==> config.mk <==
export PLATFORM = sky130hd
export DESIGN_NAME = vwap_ctrl
export DESIGN_NICKNAME = d
export VERILOG_FILES = /design/src/sv/vwap_pkg.sv /design/src/sv/vwap_ctrl.sv
export SDC_FILE = /design/constraint.sdc
export NUM_CORES = 1
export LEC_CHECK = 0
export ABC_AREA = 1
export BUFFER_PORTS_ARGS = -buffer_cell sky130_fd_sc_hd__buf_4
export CORE_AREA = 2 2 39 41
export CTS_CLUSTER_SIZE = 20
export DETAILED_ROUTE_END_ITERATION = 7
export DIE_AREA = 0 0 41 43
export PLACE_DENSITY = 0.68
export SYNTH_ARGS = -nofsm -noshare
export SYNTH_HDL_FRONTEND = slang
export SYNTH_SLANG_ARGS = --single-unit
==> constraint.sdc <==
create_clock -name clk_i -period 1.8 [get_ports clk_i]
set_input_delay 0.18 -clock clk_i [delete_from_list [all_inputs] [get_ports clk_i]]
set_output_delay 0.18 -clock clk_i [all_outputs]
set_load 0.05 [all_outputs]
==> src/sv/vwap_pkg.sv <==
// ----------------------------------------------------------------------------
// vwap_pkg
// Shared widths, constants and the controller command bundle of the VWAP engine.
// ----------------------------------------------------------------------------
package vwap_pkg;

  localparam int MAX_WINDOW  = 1024;
  localparam int PRICE_BITS  = 24;
  localparam int VOLUME_BITS = 24;
  localparam int PROD_BITS   = PRICE_BITS + VOLUME_BITS;
  localparam int WSUM_BITS   = 64;
  localparam int VSUM_BITS   = 40;
  localparam int CFG_BITS    = 11;
  localparam int SLOT_BITS   = $clog2(MAX_WINDOW);
  localparam int DIV_STEPS   = PRICE_BITS;
  localparam int STEP_BITS   = $clog2(DIV_STEPS);

  // Commands from the controller to the datapath, one strobe per action.
  typedef struct packed {
    logic load;      // capture the accepted bar
    logic mul;       // form price times volume
    logic update;    // update sums, write the ring, advance the slot
    logic div_init;  // seed the divider from the new sums
    logic div_step;  // one restoring divide step
    logic out_load;  // move the result into the output register
  } vwap_cmd_t;

endpackage

==> src/sv/vwap_ctrl.sv <==
// ----------------------------------------------------------------------------
// vwap_ctrl
// Sequencer that walks one bar through multiply, update, divide and output.
// ----------------------------------------------------------------------------
module vwap_ctrl
  import vwap_pkg::*;
(
  input  logic      clk_i,
  input  logic      rst_ni,
  input  logic      in_valid_i,
  output logic      in_ready_o,
  output logic      out_valid_o,
  input  logic      out_ready_i,
  output vwap_cmd_t cmd_o
);

  typedef enum logic [2:0] {
    S_IDLE,
    S_MUL,
    S_UPD,
    S_DINIT,
    S_DIV,
    S_DONE
  } state_e;

  localparam logic [STEP_BITS-1:0] LAST_STEP = STEP_BITS'(DIV_STEPS - 1);

  state_e               state_q;
  logic [STEP_BITS-1:0] cnt_q;
  logic                 out_valid_q;
  logic                 out_free;

  assign in_ready_o  = (state_q == S_IDLE);
  assign out_valid_o = out_valid_q;
  assign out_free    = !out_valid_q || out_ready_i;

  always_comb begin
    cmd_o          = '0;
    cmd_o.load     = (state_q == S_IDLE) && in_valid_i;
    cmd_o.mul      = (state_q == S_MUL);
    cmd_o.update   = (state_q == S_UPD);
    cmd_o.div_init = (state_q == S_DINIT);
    cmd_o.div_step = (state_q == S_DIV);
    cmd_o.out_load = (state_q == S_DONE) && out_free;
  end

  always_ff @(posedge clk_i or negedge rst_ni) begin
    if (!rst_ni) begin
      state_q     <= S_IDLE;
      cnt_q       <= '0;
      out_valid_q <= 1'b0;
    end else begin
      if (out_valid_q && out_ready_i) begin
        out_valid_q <= 1'b0;
      end
      case (state_q)
        S_IDLE: begin
          if (in_valid_i) begin
            state_q <= S_MUL;
          end
        end
        S_MUL:   state_q <= S_UPD;
        S_UPD:   state_q <= S_DINIT;
        S_DINIT: begin
          cnt_q   <= '0;
          state_q <= S_DIV;
        end
        S_DIV: begin
          cnt_q <= cnt_q + 1'b1;
          if (cnt_q == LAST_STEP) begin
            state_q <= S_DONE;
          end
        end
        S_DONE: begin
          if (out_free) begin
            out_valid_q <= 1'b1;
            state_q     <= S_IDLE;
          end
        end
        default: state_q <= S_IDLE;
      endcase
    end
  end

endmodule

==> insert_results.sql <==
INSERT INTO impl_metrics (metric_group, metric, value, unit) VALUES
('status', 'outcome', 'finished clean', ''),
('finish', 'fill_cells', '140', ''),
('timing', 'timing.final.crit_share', '80.0', '%'),
('clock_tree', 'tritoncts', 'built', ''),
('critical_path', 'cp.depth', '4', ''),
('die', 'coreArea', '1380', 'um^2'),
('pwr', 'power_per_cell_area', '1830', 'nW/um^2'),
('timing', 'finalSetupViolCount', '0', ''),
('timing', 'rsz0062_at_grt', 'false', ''),
('finish', 'layout.nets', '86', ''),
('yosys', 'synth_warnings', '0', ''),
('global_route', 'grt_use_total', '12.2', '%'),
('clock_tree', 'post-cts-setup-buffers', '0', ''),
('yosys', 'netlist_area', '480', 'um^2'),
('critical_path', 'slowest_delay', '0.41', 'ns'),
('pwr', 'p_leak', '0.341', 'nW'),
('pwr', 'share_comb_of_total_power', '54.8', '%'),
('die', 'initial_core_util', '34.7', '%'),
('clock_tree', 'cts-resized-gates', '0', ''),
('yosys', 'yosysTopAreaCellShare', '46.9', '%'),
('placed_design', 'portBuffers', '11', ''),
('critical_path', 'timing.critical_path.to', 'cmd_o[0]', ''),
('drt', 'route.vias.total', '428', ''),
('die', 'top_level_ports', '12', ''),
('placed_design', 'global_placement_routability_congestion', '0.801', ''),
('critical_path', 'path_cells', 'inv_1 > nand3_1 > a21oi_1 > buf_4', ''),
('clock_tree', 'worst_skew_pair.late_latency', '0.25', 'ns'),
('drt', 'drtPass1Iterations', '2', ''),
('pwr', 'clockPowerShare', '13.2', '%'),
('timing', 'report.final.hold_viol_count', '0', ''),
('drt', 'final_wl', '820', 'um'),
('placed_design', 'dp.final_hpwl', '686', 'um'),
('pwr', 'power.share.switching', '51.1', '%'),
('pwr', 'pwr-share-seq', '32.0', '%'),
('timing', 'period_needed', '1.44', 'ns'),
('drt', 'drt-vias-per-instance', '4.46', ''),
('timing', 'worst_pin_slew', '0.223', 'ns'),
('clock_tree', 'cts_hold_buffers', '1', ''),
('pwr', 'cell_internal_pwr', '0.000555', 'W'),
('critical_path', 'path_buf_inv', '2', ''),
('clock_tree', 'cts_made_buffers', '3', ''),
('critical_path', 'worstSetupEndpointType', 'output pin', ''),
('timing', 'timing_max_transition_violations_final', '0', ''),
('clock_tree', 'htree_levels', '1', ''),
('critical_path', 'maximum_net_fanout_on_the_critical_path', '4', ''),
('pwr', 'peakVddDrop', '0.000834', 'V'),
('finish', 'final_cell_count_no_fill', '96', ''),
('finish', 'post_route_cells_drive_above_1_share', '26.3', '%'),
('global_route', 'number_of_antenna_violations_at_the_first_check_in_global_routing', '0', ''),
('die', 'die_h', '43', 'um'),
('hold_path', 'hold_crit_path_type', 'input port to register', ''),
('timing', 'achievable-frequency', '695', 'MHz'),
('job', 'maxCapViolCount', '0', ''),
('critical_path', 'timing.rr.start', 'cnt_q[0]', ''),
('finish', 'area_taken_by_multi_input_logic_gates', '210', 'um^2'),
('critical_path', 'depth_of_the_worst_register_to_register_path', '7', ''),
('global_route', 'first_pass_grt_wire_length', '1470', 'um'),
('clock_tree', 'clock_sink_count', '9', ''),
('finish', 'num_antenna_cells', '0', ''),
('clock_tree', 'clkTransAtPathRegs', '0.06', 'ns'),
('drt', 'post-route-drc-count', '0', ''),
('critical_path', 'crit_path_start_kind', 'register', ''),
('yosys', 'postSynthRegisterBits', '9', ''),
('critical_path', 'crit_family', 'flip-flops', ''),
('critical_path', 'rrSetupSlack', '0.66', 'ns'),
('critical_path', 'startpoint', 'state_q[1]', ''),
('drt', 'drtIter0Drc', '9', ''),
('yosys', 'yosys.area.top_type', 'dfrtp_1', ''),
('timing', 'total_negative_slack', '0', 'ns'),
('finish', 'synthToLayoutAreaGrowth', '28.9', '%'),
('drt', 'ant_nets', '0', '');
[placed cells by master (no fill, tap or decap)]
master | synthesis | routed
nand2_1 | 12 | 12
buf_4 | 0 | 11
inv_1 | 10 | 10
nor2_1 | 9 | 9
dfrtp_1 | 9 | 9
nand3_1 | 6 | 6
a21oi_1 | 5 | 5
clkbuf_4 | 0 | 3
nor2_2 | 2 | 2
nand2_2 | 2 | 2
inv_2 | 2 | 2
or2_1 | 1 | 1
nand3_2 | 1 | 1
nor3_1 | 1 | 1
o31ai_1 | 1 | 1
o21ai_0 | 1 | 1
o21ai_1 | 1 | 1
ha_1 | 1 | 1
clkbuf_1 | 0 | 1
dlygate4sd3_1 | 0 | 1
[flip-flops by register name, indices dropped and copies added, names as in the netlist]
register and cells:
state_q 3, cnt_q 5, out_valid_o 1
[cells in the mapped netlist, drive strengths merged]
cell type,instances
a21oi,5
dfrtp,9
ha,1
inv,12
nand2,14
nand3,7
nor2,11
nor3,1
o21ai,2
o31ai,1
or2,1
[metrics by stage]
stage	area, um^2	power (W)	setup WS [ns]	utilization, %	hold slack [ns]
4_1_cts	619	0.00115	0.336	44.8	0.214
3_5_place_dp	583	0.000996	0.623	42.1	0.00933
5_1_grt	619	0.00123	0.246	44.8	0.261
6_report	619	0.00114	0.360	44.8	0.221
3_3_place_gp	583	0.000987	0.644	42.1	0.00990
2_1_floorplan	480	0.000825	0.198	-	-0.116
[worst min path at each step]
stage	slack (ns)	cells past startpoint	end	startpoint
after floorplan	-0.12	0	cnt_q[0]	rst_ni
after global placement	0.01	1	cnt_q[1]	rst_ni
after detailed placement	0.009	1	cnt_q[1]	rst_ni
after CTS	0.21	4	out_valid_o	out_ready_i
after global routing	0.26	4	out_valid_o	out_ready_i
final	0.22	4	out_valid_o	out_ready_i
[area by class of cell]
cell class              instances  area share, %
well taps                      16           3.23
flip-flops and latches          9           36.4
repair buffers                 12           14.9
clock buffers                   4           4.24
multi-input cells              43           33.9
inverters                      12           7.27
[cells by family after synthesis]
family                     synth area share [%]
and+or+nand+nor                            32.3
buffers and inverters                      9.38
AOI/OAI and AO/OA                          8.85
DFF                                        46.9
adders and majority gates                  2.60
[power groups by stage]
stage               Clock, W  Combinational [W]  Sequential [W]
floorplan                  0           0.000446        0.000380
global placement           0           0.000624        0.000363
detailed placement         0           0.000628        0.000368
CTS                 0.000158           0.000632        0.000364
global route        0.000168           0.000681        0.000379
finish              0.000150           0.000622        0.000363
[tightest hold or removal path, cell delays in order]
cell,delay [ns]
buf_4,0.07
inv_1,0.04
nand2_1,0.08
nand2_1,0.06
[routing by layer]
metal	wire length [um]	track usage [%]	vias up	part of all wire [%]
met5	0	0	-	0
met4	0	6.00	0	0
met3	36	1.57	0	4.4
met2	411	17.5	8	50
met1	372	17.6	186	45
li1	-	-	234	-
No activity file was read; power rests on OpenSTA's default activity.
